==> config.mk <==
export PLATFORM = sky130hd
export DESIGN_NAME = ppu_background_tile_pipeline_flat
export DESIGN_NICKNAME = d
export VERILOG_FILES = /design/src/rtl/core/ppubg_pkg.sv /design/src/rtl/core/ppubg_if.sv /design/src/rtl/core/ppubg_fetch.sv /design/src/rtl/core/ppubg_shift.sv /design/src/rtl/core/ppu_background_tile_pipeline.sv /design/src/flat_wrapper.sv
export SDC_FILE = /design/constraint.sdc
export NUM_CORES = 1
export LEC_CHECK = 0
export BUFFER_PORTS_ARGS = -buffer_cell sky130_fd_sc_hd__buf_2
export CAP_MARGIN = 15
export CORE_UTILIZATION = 50
export CTS_BUF_LIST = sky130_fd_sc_hd__clkbuf_16
export DETAILED_ROUTE_END_ITERATION = 8
export GPL_TIMING_DRIVEN = 0
export PLACE_DENSITY_LB_ADDON = 0.12
export SKIP_CTS_REPAIR_TIMING = 1
export SYNTH_ARGS = -nofsm -noshare
export SYNTH_HDL_FRONTEND = slang
export SYNTH_SLANG_ARGS = --single-unit
==> constraint.sdc <==
create_clock -name i_clk -period 3.1 [get_ports i_clk]
set_input_delay 0.62 -clock i_clk [delete_from_list [all_inputs] [get_ports i_clk]]
set_output_delay 0.62 -clock i_clk [all_outputs]
set_load 0.02 [all_outputs]
==> src/rtl/core/ppubg_pkg.sv <==
// Package for the PPU background tile pipeline: payload and control types,
// fetch phase codes, register indexes and address constants.
// No dependencies.
package ppubg_pkg;

    localparam int unsigned DOT_W   = 9;
    localparam int unsigned VADDR_W = 15;
    localparam int unsigned BYTE_W  = 8;
    localparam int unsigned ADDR_W  = 14;
    localparam int unsigned PAL_W   = 4;
    localparam int unsigned FINE_W  = 3;
    localparam int unsigned CFG_IDX_W  = 2;
    localparam int unsigned CFG_DATA_W = 3;

    localparam int unsigned DEF_CFG_IDX_W  = CFG_IDX_W;
    localparam int unsigned DEF_CFG_DATA_W = CFG_DATA_W;

    typedef enum logic [2:0] {
        PH_HI_READ  = 3'd0,
        PH_NT_ADDR  = 3'd1,
        PH_NT_READ  = 3'd2,
        PH_AT_ADDR  = 3'd3,
        PH_AT_READ  = 3'd4,
        PH_LO_ADDR  = 3'd5,
        PH_LO_READ  = 3'd6,
        PH_HI_ADDR  = 3'd7
    } t_phase;

    localparam logic [CFG_IDX_W-1:0] CFG_PATTERN_BASE = 2'd0;
    localparam logic [CFG_IDX_W-1:0] CFG_FINE_X       = 2'd1;
    localparam logic [CFG_IDX_W-1:0] CFG_SHOW_LEFT    = 2'd2;

    localparam logic [ADDR_W-1:0] NT_BASE      = 14'h2000;
    localparam logic [ADDR_W-1:0] NT_MASK      = 14'h0FFF;
    localparam logic [ADDR_W-1:0] AT_KEEP_MASK = 14'h2C00;
    localparam logic [ADDR_W-1:0] AT_OFFSET    = 14'h03C0;
    localparam logic [ADDR_W-1:0] PT_STEP      = 14'h0008;
    localparam logic [DOT_W-1:0]  LEFT_LIMIT   = 9'd9;

    typedef struct packed {
        logic [DOT_W-1:0]   dot_cycle;
        logic [VADDR_W-1:0] vram_address;
        logic [BYTE_W-1:0]  read_byte;
        logic               draw_enable;
    } t_dot_item;

    typedef struct packed {
        logic [ADDR_W-1:0] address;
        logic [1:0]        attribute;
        logic [BYTE_W-1:0] pattern_low;
    } t_tile_latch;

    typedef struct packed {
        logic              reload;
        logic [BYTE_W-1:0] pattern_low;
        logic [BYTE_W-1:0] pattern_high;
        logic [1:0]        attribute;
    } t_shift_load;

    typedef struct packed {
        logic [PAL_W-1:0]  palette_index;
        logic              pixel_opaque;
        logic              pixel_valid;
        logic              coarse_x_step;
    } t_pixel_result;

endpackage

==> src/rtl/core/ppubg_if.sv <==
// Channel interfaces of the PPU background tile pipeline: dot input and
// pixel output, each with valid/ready. Depends on ppubg_pkg.
interface ppubg_dot_if;
    logic                            valid;
    logic                            ready;
    logic [ppubg_pkg::DOT_W-1:0]     dot_cycle;
    logic [ppubg_pkg::VADDR_W-1:0]   vram_address;
    logic [ppubg_pkg::BYTE_W-1:0]    read_byte;
    logic                            draw_enable;

    modport source (output valid, dot_cycle, vram_address, read_byte, draw_enable,
                    input ready);
    modport sink   (input valid, dot_cycle, vram_address, read_byte, draw_enable,
                    output ready);
endinterface

interface ppubg_pixel_if;
    logic                            valid;
    logic                            ready;
    logic [ppubg_pkg::ADDR_W-1:0]    mem_address;
    logic [ppubg_pkg::PAL_W-1:0]     palette_index;
    logic                            pixel_opaque;
    logic                            pixel_valid;
    logic                            coarse_x_step;

    modport source (output valid, mem_address, palette_index, pixel_opaque,
                    pixel_valid, coarse_x_step, input ready);
    modport sink   (input valid, mem_address, palette_index, pixel_opaque,
                    pixel_valid, coarse_x_step, output ready);
endinterface

==> src/rtl/core/ppubg_fetch.sv <==
// Fetch sequencer: address latch and the tile, attribute and pattern-low
// latches, stepped once per accepted dot. Depends on ppubg_pkg.
module ppubg_fetch (
    input  logic                    i_clk,
    input  logic                    i_rst_n,
    input  logic                    i_advance,
    input  ppubg_pkg::t_dot_item    i_dot,
    input  logic                    i_pattern_base,
    output ppubg_pkg::t_tile_latch  o_latch
);

    logic [ppubg_pkg::ADDR_W-1:0] r_address;
    logic [ppubg_pkg::ADDR_W-1:0] n_address;
    logic [ppubg_pkg::BYTE_W-1:0] r_tile;
    logic [ppubg_pkg::BYTE_W-1:0] n_tile;
    logic [1:0]                   r_attribute;
    logic [1:0]                   n_attribute;
    logic [ppubg_pkg::BYTE_W-1:0] r_pattern_low;
    logic [ppubg_pkg::BYTE_W-1:0] n_pattern_low;
    ppubg_pkg::t_phase            w_phase;
    logic [1:0]                   w_quad;
    logic [5:0]                   w_at_cell;

    assign w_phase   = ppubg_pkg::t_phase'(i_dot.dot_cycle[2:0]);
    assign w_quad    = {i_dot.vram_address[6], i_dot.vram_address[1]};
    assign w_at_cell = {i_dot.vram_address[9:7], i_dot.vram_address[4:2]};

    always_comb begin
        n_address     = r_address;
        n_tile        = r_tile;
        n_attribute   = r_attribute;
        n_pattern_low = r_pattern_low;
        unique case (w_phase)
            ppubg_pkg::PH_NT_ADDR: begin
                n_address = ppubg_pkg::NT_BASE
                          | (i_dot.vram_address[ppubg_pkg::ADDR_W-1:0] & ppubg_pkg::NT_MASK);
            end
            ppubg_pkg::PH_NT_READ: begin
                n_tile = i_dot.read_byte;
            end
            ppubg_pkg::PH_AT_ADDR: begin
                n_address = (r_address & ppubg_pkg::AT_KEEP_MASK) + ppubg_pkg::AT_OFFSET
                          + {8'd0, w_at_cell};
            end
            ppubg_pkg::PH_AT_READ: begin
                unique case (w_quad)
                    2'd0: n_attribute = i_dot.read_byte[1:0];
                    2'd1: n_attribute = i_dot.read_byte[3:2];
                    2'd2: n_attribute = i_dot.read_byte[5:4];
                    default: n_attribute = i_dot.read_byte[7:6];
                endcase
            end
            ppubg_pkg::PH_LO_ADDR: begin
                n_address = {1'b0, i_pattern_base, r_tile, 1'b0,
                             i_dot.vram_address[14:12]};
            end
            ppubg_pkg::PH_LO_READ: begin
                n_pattern_low = i_dot.read_byte;
            end
            ppubg_pkg::PH_HI_ADDR: begin
                n_address = r_address + ppubg_pkg::PT_STEP;
            end
            default: begin
                // pattern-high byte goes straight to the shifters
            end
        endcase
    end

    always_ff @(posedge i_clk) begin
        if (!i_rst_n) begin
            r_address     <= '0;
            r_tile        <= '0;
            r_attribute   <= '0;
            r_pattern_low <= '0;
        end else if (i_advance) begin
            r_address     <= n_address;
            r_tile        <= n_tile;
            r_attribute   <= n_attribute;
            r_pattern_low <= n_pattern_low;
        end
    end

    assign o_latch.address     = r_address;
    assign o_latch.attribute   = r_attribute;
    assign o_latch.pattern_low = r_pattern_low;

endmodule

==> src/rtl/core/ppubg_shift.sv <==
// Pattern and attribute shifters with fine-x pixel pick.
// Depends on ppubg_pkg.
module ppubg_shift (
    input  logic                            i_clk,
    input  logic                            i_rst_n,
    input  logic                            i_advance,
    input  ppubg_pkg::t_shift_load          i_load,
    input  logic [ppubg_pkg::FINE_W-1:0]    i_fine_x,
    output logic [ppubg_pkg::PAL_W-1:0]     o_pixel
);

    logic [15:0] r_pat_lo;
    logic [15:0] n_pat_lo;
    logic [15:0] r_pat_hi;
    logic [15:0] n_pat_hi;
    logic [7:0]  r_attr_lo;
    logic [7:0]  r_attr_hi;
    logic [1:0]  r_feed;
    logic [7:0]  w_lo_top;
    logic [7:0]  w_hi_top;
    logic [2:0]  w_sel;

    assign w_sel    = ~i_fine_x;
    assign w_lo_top = r_pat_lo[15:8];
    assign w_hi_top = r_pat_hi[15:8];
    assign o_pixel  = {r_attr_hi[w_sel], r_attr_lo[w_sel], w_hi_top[w_sel], w_lo_top[w_sel]};

    always_comb begin
        if (i_load.reload) begin
            n_pat_lo = {r_pat_lo[14:7], i_load.pattern_low};
            n_pat_hi = {r_pat_hi[14:7], i_load.pattern_high};
        end else begin
            n_pat_lo = {r_pat_lo[14:0], 1'b0};
            n_pat_hi = {r_pat_hi[14:0], 1'b0};
        end
    end

    always_ff @(posedge i_clk) begin
        if (!i_rst_n) begin
            r_pat_lo  <= '0;
            r_pat_hi  <= '0;
            r_attr_lo <= '0;
            r_attr_hi <= '0;
            r_feed    <= '0;
        end else if (i_advance) begin
            r_pat_lo  <= n_pat_lo;
            r_pat_hi  <= n_pat_hi;
            r_attr_lo <= {r_attr_lo[6:0], r_feed[0]};
            r_attr_hi <= {r_attr_hi[6:0], r_feed[1]};
            if (i_load.reload) begin
                r_feed <= i_load.attribute;
            end
        end
    end

endmodule

==> src/rtl/core/ppu_background_tile_pipeline.sv <==
// Top level of the PPU background tile pipeline: config registers, result
// register and handshake. Depends on ppubg_pkg, ppubg_if, ppubg_fetch, ppubg_shift.
//
// Channel    Dir  Fields
// i_dot      in   dot_cycle[8:0] vram_address[14:0] read_byte[7:0] draw_enable
// o_pixel    out  mem_address[13:0] palette_index[3:0] pixel_opaque pixel_valid
//                 coarse_x_step
// i_cfg_*    in   we, index[1:0], data[2:0]
//
// One dot per cycle unless o_pixel stalls; a result appears in the cycle after
// its transaction. The single result register sets the rate; i_dot takes a
// new dot whenever that register is empty or being drained in the same cycle.
// Synchronous active-low reset clears all latches, shifters and config.
// A stall on o_pixel holds the result and all state until it is taken.
module ppu_background_tile_pipeline #(
    parameter int unsigned CFG_IDX_W  = ppubg_pkg::DEF_CFG_IDX_W,
    parameter int unsigned CFG_DATA_W = ppubg_pkg::DEF_CFG_DATA_W
) (
    input  logic                  i_clk,
    input  logic                  i_rst_n,
    ppubg_dot_if.sink             i_dot,
    ppubg_pixel_if.source         o_pixel,
    input  logic                  i_cfg_we,
    input  logic [CFG_IDX_W-1:0]  i_cfg_index,
    input  logic [CFG_DATA_W-1:0] i_cfg_data
);

    logic                            r_pattern_base;
    logic [ppubg_pkg::FINE_W-1:0]    r_fine_x;
    logic                            r_show_left;
    logic                            r_valid;
    ppubg_pkg::t_pixel_result        r_result;
    ppubg_pkg::t_pixel_result        n_result;
    logic                            w_accept;
    logic                            w_shown;
    logic [ppubg_pkg::PAL_W-1:0]     w_pixel;
    logic                            w_phase_hi;
    ppubg_pkg::t_dot_item            w_dot;
    ppubg_pkg::t_tile_latch          w_latch;
    ppubg_pkg::t_shift_load          w_load;

    assign i_dot.ready = !r_valid || o_pixel.ready;
    assign w_accept    = i_dot.valid && i_dot.ready;

    assign w_dot.dot_cycle    = i_dot.dot_cycle;
    assign w_dot.vram_address = i_dot.vram_address;
    assign w_dot.read_byte    = i_dot.read_byte;
    assign w_dot.draw_enable  = i_dot.draw_enable;

    assign w_phase_hi = (ppubg_pkg::t_phase'(i_dot.dot_cycle[2:0]) == ppubg_pkg::PH_HI_READ);

    ppubg_fetch u_fetch (
        .i_clk          (i_clk),
        .i_rst_n        (i_rst_n),
        .i_advance      (w_accept),
        .i_dot          (w_dot),
        .i_pattern_base (r_pattern_base),
        .o_latch        (w_latch)
    );

    assign w_load.reload       = w_phase_hi;
    assign w_load.pattern_low  = w_latch.pattern_low;
    assign w_load.pattern_high = i_dot.read_byte;
    assign w_load.attribute    = w_latch.attribute;

    ppubg_shift u_shift (
        .i_clk    (i_clk),
        .i_rst_n  (i_rst_n),
        .i_advance(w_accept),
        .i_load   (w_load),
        .i_fine_x (r_fine_x),
        .o_pixel  (w_pixel)
    );

    assign w_shown = i_dot.draw_enable
                  && !((i_dot.dot_cycle < ppubg_pkg::LEFT_LIMIT) && !r_show_left);

    always_comb begin
        n_result.palette_index = w_shown ? w_pixel : '0;
        n_result.pixel_opaque  = w_shown && (w_pixel[1:0] != 2'd0);
        n_result.pixel_valid   = i_dot.draw_enable;
        n_result.coarse_x_step = w_phase_hi;
    end

    always_ff @(posedge i_clk) begin
        if (!i_rst_n) begin
            r_pattern_base <= 1'b0;
            r_fine_x       <= '0;
            r_show_left    <= 1'b0;
        end else if (i_cfg_we) begin
            priority if (i_cfg_index == CFG_IDX_W'(ppubg_pkg::CFG_PATTERN_BASE)) begin
                r_pattern_base <= i_cfg_data[0];
            end else if (i_cfg_index == CFG_IDX_W'(ppubg_pkg::CFG_FINE_X)) begin
                r_fine_x <= i_cfg_data[ppubg_pkg::FINE_W-1:0];
            end else if (i_cfg_index == CFG_IDX_W'(ppubg_pkg::CFG_SHOW_LEFT)) begin
                r_show_left <= i_cfg_data[0];
            end else begin
                // unused index
            end
        end
    end

    always_ff @(posedge i_clk) begin
        if (!i_rst_n) begin
            r_valid <= 1'b0;
        end else if (w_accept) begin
            r_valid <= 1'b1;
        end else if (o_pixel.ready) begin
            r_valid <= 1'b0;
        end
    end

    always_ff @(posedge i_clk) begin
        if (w_accept) begin
            r_result <= n_result;
        end
    end

    // address latch only moves on a transaction, so it tracks the held result
    assign o_pixel.valid         = r_valid;
    assign o_pixel.mem_address   = w_latch.address;
    assign o_pixel.palette_index = r_result.palette_index;
    assign o_pixel.pixel_opaque  = r_result.pixel_opaque;
    assign o_pixel.pixel_valid   = r_result.pixel_valid;
    assign o_pixel.coarse_x_step = r_result.coarse_x_step;

`ifndef SYNTHESIS
    a_step_on_high_fetch: assert property (@(posedge i_clk) disable iff (!i_rst_n)
        (w_accept && w_phase_hi) |=> (o_pixel.valid && o_pixel.coarse_x_step))
        else $error("coarse x step missing after pattern-high fetch");

    a_opaque_has_pattern: assert property (@(posedge i_clk) disable iff (!i_rst_n)
        (o_pixel.valid && o_pixel.pixel_opaque) |->
            (o_pixel.pixel_valid && (o_pixel.palette_index[1:0] != 2'd0)))
        else $error("opaque pixel without pattern bits");

    a_undrawn_blank: assert property (@(posedge i_clk) disable iff (!i_rst_n)
        (o_pixel.valid && !o_pixel.pixel_valid) |->
            ((o_pixel.palette_index == '0) && !o_pixel.pixel_opaque))
        else $error("undrawn dot carries a pixel");

    a_high_addr_step: assert property (@(posedge i_clk) disable iff (!i_rst_n)
        (w_accept && (i_dot.dot_cycle[2:0] == ppubg_pkg::PH_HI_ADDR)) |=>
            (o_pixel.mem_address
                == ppubg_pkg::ADDR_W'($past(o_pixel.mem_address) + ppubg_pkg::PT_STEP)))
        else $error("pattern-high address not offset from pattern-low");

    a_hold_without_accept: assert property (@(posedge i_clk) disable iff (!i_rst_n)
        !w_accept |=> $stable(o_pixel.mem_address))
        else $error("address latch moved without a transaction");
`endif

endmodule
==> src/flat_wrapper.sv <==
// flat-port wrapper written by rule: the top's interface ports become plain ports
module ppu_background_tile_pipeline_flat 
#(
    parameter int unsigned CFG_IDX_W  = ppubg_pkg::DEF_CFG_IDX_W,
    parameter int unsigned CFG_DATA_W = ppubg_pkg::DEF_CFG_DATA_W
)
  (i_clk, i_rst_n, i_cfg_we, i_cfg_index, i_cfg_data, i_dot_valid, i_dot_dot_cycle, i_dot_vram_address, i_dot_read_byte, i_dot_draw_enable, i_dot_ready, o_pixel_valid, o_pixel_mem_address, o_pixel_palette_index, o_pixel_pixel_opaque, o_pixel_pixel_valid, o_pixel_coarse_x_step, o_pixel_ready);
  ppubg_dot_if i_dot_i ();
  ppubg_pixel_if o_pixel_i ();
  input  logic i_clk;
  input  logic i_rst_n;
  input  logic i_cfg_we;
  input  logic [CFG_IDX_W-1:0] i_cfg_index;
  input  logic [CFG_DATA_W-1:0] i_cfg_data;
  input wire logic [$bits(i_dot_i.valid)-1:0] i_dot_valid;
  input wire logic [$bits(i_dot_i.dot_cycle)-1:0] i_dot_dot_cycle;
  input wire logic [$bits(i_dot_i.vram_address)-1:0] i_dot_vram_address;
  input wire logic [$bits(i_dot_i.read_byte)-1:0] i_dot_read_byte;
  input wire logic [$bits(i_dot_i.draw_enable)-1:0] i_dot_draw_enable;
  output wire logic [$bits(i_dot_i.ready)-1:0] i_dot_ready;
  output wire logic [$bits(o_pixel_i.valid)-1:0] o_pixel_valid;
  output wire logic [$bits(o_pixel_i.mem_address)-1:0] o_pixel_mem_address;
  output wire logic [$bits(o_pixel_i.palette_index)-1:0] o_pixel_palette_index;
  output wire logic [$bits(o_pixel_i.pixel_opaque)-1:0] o_pixel_pixel_opaque;
  output wire logic [$bits(o_pixel_i.pixel_valid)-1:0] o_pixel_pixel_valid;
  output wire logic [$bits(o_pixel_i.coarse_x_step)-1:0] o_pixel_coarse_x_step;
  input wire logic [$bits(o_pixel_i.ready)-1:0] o_pixel_ready;
  assign i_dot_i.valid = i_dot_valid;
  assign i_dot_i.dot_cycle = i_dot_dot_cycle;
  assign i_dot_i.vram_address = i_dot_vram_address;
  assign i_dot_i.read_byte = i_dot_read_byte;
  assign i_dot_i.draw_enable = i_dot_draw_enable;
  assign i_dot_ready = i_dot_i.ready;
  assign o_pixel_valid = o_pixel_i.valid;
  assign o_pixel_mem_address = o_pixel_i.mem_address;
  assign o_pixel_palette_index = o_pixel_i.palette_index;
  assign o_pixel_pixel_opaque = o_pixel_i.pixel_opaque;
  assign o_pixel_pixel_valid = o_pixel_i.pixel_valid;
  assign o_pixel_coarse_x_step = o_pixel_i.coarse_x_step;
  assign o_pixel_i.ready = o_pixel_ready;
  ppu_background_tile_pipeline #(.CFG_IDX_W(CFG_IDX_W), .CFG_DATA_W(CFG_DATA_W)) u_core (.i_clk(i_clk), .i_rst_n(i_rst_n), .i_dot(i_dot_i), .o_pixel(o_pixel_i), .i_cfg_we(i_cfg_we), .i_cfg_index(i_cfg_index), .i_cfg_data(i_cfg_data));
endmodule
-- Word level (Yosys, flattened, before mapping)
Index checks and enable logic that the tools add are counted.
- output and inout bits: 23
- register bits after elaboration: 95
- input port bits: 43
- word-level logic and storage cells: 72
- mux-type cells: 14
- bitwise logic cells: 3
- eq/ne operators: 11
- reduce and logical (&&, ||, !) cells: 22
- add/sub/neg operators: 3
- $lt $le $gt $ge: 2
- operators by type and width (operator ; number):
    $pmux W14 S4 ; 1
    $mux W8 ; 2
    $add A14 B10 Y14 const B ; 1
    $add A14 B4 Y14 const B ; 1
    $add A14 B6 Y14 ; 1
    $bmux W1 S3 ; 4
    $eq A3 B3 Y1 const B ; 4
    $reduce_and A2 Y1 ; 6
    $lt A9 B4 Y1 const B ; 1
    $eq A3 B2 Y1 const B ; 2
    $mux W1 ; 6
    $pmux W2 S3 ; 1
    $eq A2 B1 Y1 const B ; 2
    $eq A2 B2 Y1 const B ; 2
    $logic_and A1 B1 Y1 ; 4
    $logic_not A2 Y1 ; 2
    $lt A3 B4 Y1 const B ; 1
    $reduce_and A4 Y1 ; 1
    $reduce_bool A2 Y1 ; 2
    $reduce_bool A4 Y1 ; 1
    $eq A3 B1 Y1 const B ; 1
    $logic_not A1 Y1 ; 3
    $logic_not A3 Y1 ; 1
    $not A3 Y3 ; 1
    other kinds (3) ; 4

-- Longest topological paths before layout
- depth after elaboration: 5
- mapped depth: 8

-- Cells and area by module
Synthesis repeated with hierarchy kept, for this count alone.
- cell total of the unflattened synthesis: 441
- area, all modules: 4424.2 um2
- modules (own cells, without submodules) (module ; area an instance (um2) ; sequential area each (um2) ; cells an instance ; times used):
    ppubg_shift ; 2153.3 ; 1001.0 ; 198 ; 1
    ppubg_fetch ; 1726.7 ; 640.6 ; 203 ; 1
    ppu_background_tile_pipeline ; 544.3 ; 330.3 ; 40 ; 1

-- Worst setup path before layout
Ideal clock, no wire load.
- path kind: input to register
- start: input port i_dot_dot_cycle[7]
- end: register u_core.r_result (netlist bit u_core.o_pixel.palette_index[0]) (data pin)
- setup slack: 1.178 ns
- required time: 2.829 ns
- stages: 3
- arrival: 1.651 ns
- cells stage by stage: or4_1 o41ai_2 nor2_1
- word-level cells in the longest chain between the ends: 4
- ends and longest elaborated chain (what ; RTL line ; text):
    start: declaration ; flat_wrapper.sv:16 ; input wire logic [$bits(i_dot_i.dot_cycle)-1:0] i_dot_dot_cycle;
    $lt A9 B4 Y1 ; ppu_background_tile_pipeline.sv:76 ; && !((i_dot.dot_cycle < ppubg_pkg::LEFT_LIMIT) && !r_show_left);
    $logic_and A1 B1 Y1 ; ppu_background_tile_pipeline.sv:76 ;
    $logic_not A1 Y1 ; ppu_background_tile_pipeline.sv:76 ;
    $logic_and A1 B1 Y1 ; ppu_background_tile_pipeline.sv:76 ;
    end signal: assignment ; ppu_background_tile_pipeline.sv:115 ; r_result <= n_result;
    end: declaration ; ppu_background_tile_pipeline.sv:32 ; ppubg_pkg::t_pixel_result r_result;
Every way passes these cells.
A chain may end at the register's enable or synchronous reset.

-- Worst setup path after layout
- start: register u_core.r_valid (netlist: u_core.o_pixel.valid)
- end: register u_core.r_result (netlist bit u_core.o_pixel.coarse_x_step), enable pin
- word-level cells in the longest chain between the ends: 3
- ends and longest elaborated chain (what ; RTL line ; text):
    start: declaration ; ppu_background_tile_pipeline.sv:31 ; logic r_valid;
    start signal: assignment ; ppu_background_tile_pipeline.sv:105 ; r_valid <= 1'b0;
    start signal: assignment ; ppu_background_tile_pipeline.sv:107 ; r_valid <= 1'b1;
    start signal: assignment ; ppu_background_tile_pipeline.sv:109 ; r_valid <= 1'b0;
    $logic_not A1 Y1 ; ppu_background_tile_pipeline.sv:42 ; assign i_dot.ready = !r_valid || o_pixel.ready;
    $logic_or A1 B1 Y1 ; ppu_background_tile_pipeline.sv:42 ;
    $logic_and A1 B1 Y1 ; ppu_background_tile_pipeline.sv:43 ; assign w_accept = i_dot.valid && i_dot.ready;
    via u_core.u_fetch.i_advance ; ppubg_fetch.sv:6 ; input logic i_advance,
The timed path passes the listed nets, and every way through them passes these cells.

==> key figures <==
Run status
  • Outcome: complete, but fails checks
  • Failing checks: design-rule violations

Pwr
  • Internal cell power: 0.00195 W
  • Switching share of power: 26.7%
  • Max VDD drop: 0.000290 V
  • Combinational share of power: 11.7%
  • P_leak: 2.27 nW
  • Power per cell area: 498 nW/µm²
  • Clock power frac: 39.7%
  • Total power: 0.00266 W
  • Flop pwr share: 48.6%
  • Psw: 0.000710 W

Finish
  • Diodes inserted: 0
  • Non-Filler Instances: 678
  • Most common cell after layout, fill and taps aside: nand2_1
  • Share of cells above drive strength 1: 22.6%
  • Area added between synthesis and finish: 16.0%
  • Final Net Count: 609
  • Final core occ: 60.7%
  • Commonest cells after routing, fill and taps aside: 92 x nand2_1, 88 x dfxtp_1, 79 x buf_2, 47 x mux2i_1, 37 x a21boi_0

Floorplan
  • Starting density of the core: 52.3%
  • Ports: 66
  • Placeable core region: 8810 µm²
  • Die Wd: 98.0 µm
  • # rows: 34
  • Die Ht: 98.0 µm
  • Die area: 9610 µm²

Timing
  • Hold WS: 0.466 ns
  • Slew of the pin with the lowest slew margin: 0.642 ns
  • Fmax: 505 MHz
  • Max-slew violation count: 0
  • Slew HR: 56.9%
  • Final Hold Viols: 0
  • Final setup TNS: 0 ns
  • Min Tclk post-route: 1.98 ns
  • RSZ-0062 raised after global routing: no
  • Period utilization: 63.8%
  • Clock skew: 0.0122 ns
  • Final setup viols: 0

Logic synthesis
  • Leading area contributor after synthesis: dfxtp_1
  • Main synth FF type: dfxtp_1
  • Post-synth EDFFs: 7
  • Avg Synthesized Cell Area: 9.41 µm²
  • Synth Instances: 490
  • Number of synthesized register bits: 95
  • Synth top area share: 38.2%
  • Asr flop ratio synth: 0%
  • Syn_nets: 534
  • Yosys cell types: 50
  • Post-Syn Area: 4610 µm²
  • Synth warn: 0
  • Synth area leaders: dfxtp_1 38%, mux2i_1 10%, nand2_1 7.5%, a21boi_0 6.0%, mux4_2 4.9%
  • Sequential share of the synthesized area: 42.8%

Placement
  • Port Buffers: 64
  • Post-detail-place hpwl: 8010 µm
  • Placed cells: 662
  • Routability Congestion: 0.882

Global routing
  • Largest net degree at the start of global routing: 18
  • Vias in the first global route: 3630
  • GRT Util Overall: 24.0%
  • Antenna violations before repair: 0
  • Global-route wire length before repair: 18100 µm
  • Overflow after GRT: 0

Critical path
  • WP data required: 3.10 ns
  • Critical-path top delay cell: buf_2
  • Setup crit start kind: register
  • CP endpoint kind: register
  • Slowest cell delay on critical path: 0.41 ns
  • Worst Path Arrival: 1.98 ns
  • Setup CP Type: reg -> reg
  • CP max FO: 16
  • CP cell instances: nor2b_4, inv_2, nand2_1, inv_2, buf_2, buf_2

Run
  • Max_cap viols: 0

Clock network
  • Skew-Pair Late Insertion Delay: 0.34 ns
  • H-tree depth: 3
  • CTS Buffer Depth: 2
  • CTS tree: done
  • CTS Buf Count: 9
  • CTS root buf: clkbuf_16
  • Clk pin slew, worst setup/hold paths: 0.08 ns
  • Clk sinks: 95

Drt
  • Antenna Nets Post-Route: 0
  • Via-per-instance ratio: 5.59
  • First-pass DRT Iterations: 6
  • Initial DRC Count: 251
  • WL final: 10900 µm
  • DR WL/cell: 16.1 µm
  • Vias: 3790
  • DRC violations left: 7

Min path
  • Min-delay worst type: reg -> reg
[cell families after synthesis]
group | after synthesis | synth area share, %
xor gates and xnor gates | 1 | 0.190
buffers and inverters | 60 | 6.51
AOI/OAI and AO/OA | 100 | 16.3
adders and majority gates | 1 | 0.271
and+or+nand+nor | 175 | 18.6
muxes | 58 | 15.3
DFF | 95 | 42.8
[cell usage after synthesis, types with 10 or more instances]
cell,count
o21ai_0,11
dfxtp_1,88
nand3_1,14
o211a_1,14
mux4_2,10
buf_4,15
clkbuf_1,18
nor2b_1,27
buf_2,15
a21oi_1,10
nand2_1,92
mux2i_1,47
a21boi_0,37
[per-layer routing]
metal / track usage [%] / up-vias / wire length, µm
li1: - / 1869 / -
met1: 34.1 / 1784 / 5260
met2: 37.7 / 122 / 4860
met3: 3.08 / 15 / 589
met4: 8.39 / 0 / 188
met5: 0 / - / 0
[final cells by class]
class / instances / area [µm²]
Sequential cell: 95 / 1970
Timing Repair Buffer: 64 / 320
Fill cell: 791 / 3460
Inverter: 11 / 41.3
Tap cell: 108 / 135
Clock buffer: 9 / 225
Clock inverter: 7 / 56.3
Multi-Input combinational cell: 335 / 2340
Buffer: 49 / 259
[critical path: cells and delay by family (launching register included)]
kind | cells | cell delay, ns
AND/OR/NAND/NOR | 2 | 0.38
buffers and inverters | 4 | 0.95
flip-flops | 1 | 0.31
[sequential cells by signal, indices dropped and copies added (netlist names)]
register / flops
u_core.o_pixel.pixel_opaque: 1
u_core.u_shift.r_pat_hi: 16
u_core.r_fine_x: 3
u_core.o_pixel.coarse_x_step: 1
u_core.o_pixel.palette_index: 4
u_core.u_fetch.r_address: 14
u_core.u_fetch.r_tile: 8
u_core.r_pattern_base: 1
u_core.u_shift.r_attr_lo: 8
u_core.o_pixel.pixel_valid: 1
u_core.u_shift.r_attr_hi: 8
u_core.r_show_left: 1
u_core.u_shift.r_feed: 2
u_core.u_fetch.r_attribute: 2
u_core.u_fetch.r_pattern_low: 8
u_core.o_pixel.valid: 1
u_core.u_shift.r_pat_lo: 16
[path summary, 6_finish.rpt]
path,depth (start not counted),slack (ns),to,startpoint
worst max-delay path,6,1.12,u_core.o_pixel.coarse_x_step,u_core.o_pixel.valid
worst min-delay path,2,0.47,u_core.u_shift.r_attr_lo[2],u_core.u_shift.r_attr_lo[1]
worst max register to register,6,1.12,u_core.o_pixel.coarse_x_step,u_core.o_pixel.valid
worst min register to register,2,0.47,u_core.u_shift.r_attr_lo[2],u_core.u_shift.r_attr_lo[1]
[per-stage QoR]
| step | area [µm²] | setup WS [ns] |
|---|---|---|
| 2_1_floorplan | 4610 | 1.18 |
| 3_3_place_gp | 5060 | 0.788 |
| 3_5_place_dp | 5060 | 0.802 |
| 4_1_cts | 5350 | 1.12 |
| 5_1_grt | 5350 | 1.04 |
| 6_report | 5350 | 1.12 |
[power by group through the flow]
stage / Sequential [W] / Combinational (W) / Clock (W)
floorplan: 0.00132 / 0.000199 / 0
global placement: 0.00132 / 0.000306 / 0
detailed placement: 0.00132 / 0.000309 / 0
CTS: 0.00130 / 0.000310 / 0.00107
global route: 0.00130 / 0.000339 / 0.00113
finish: 0.00130 / 0.000311 / 0.00106
No activity file was read; power rests on OpenSTA's default activity.
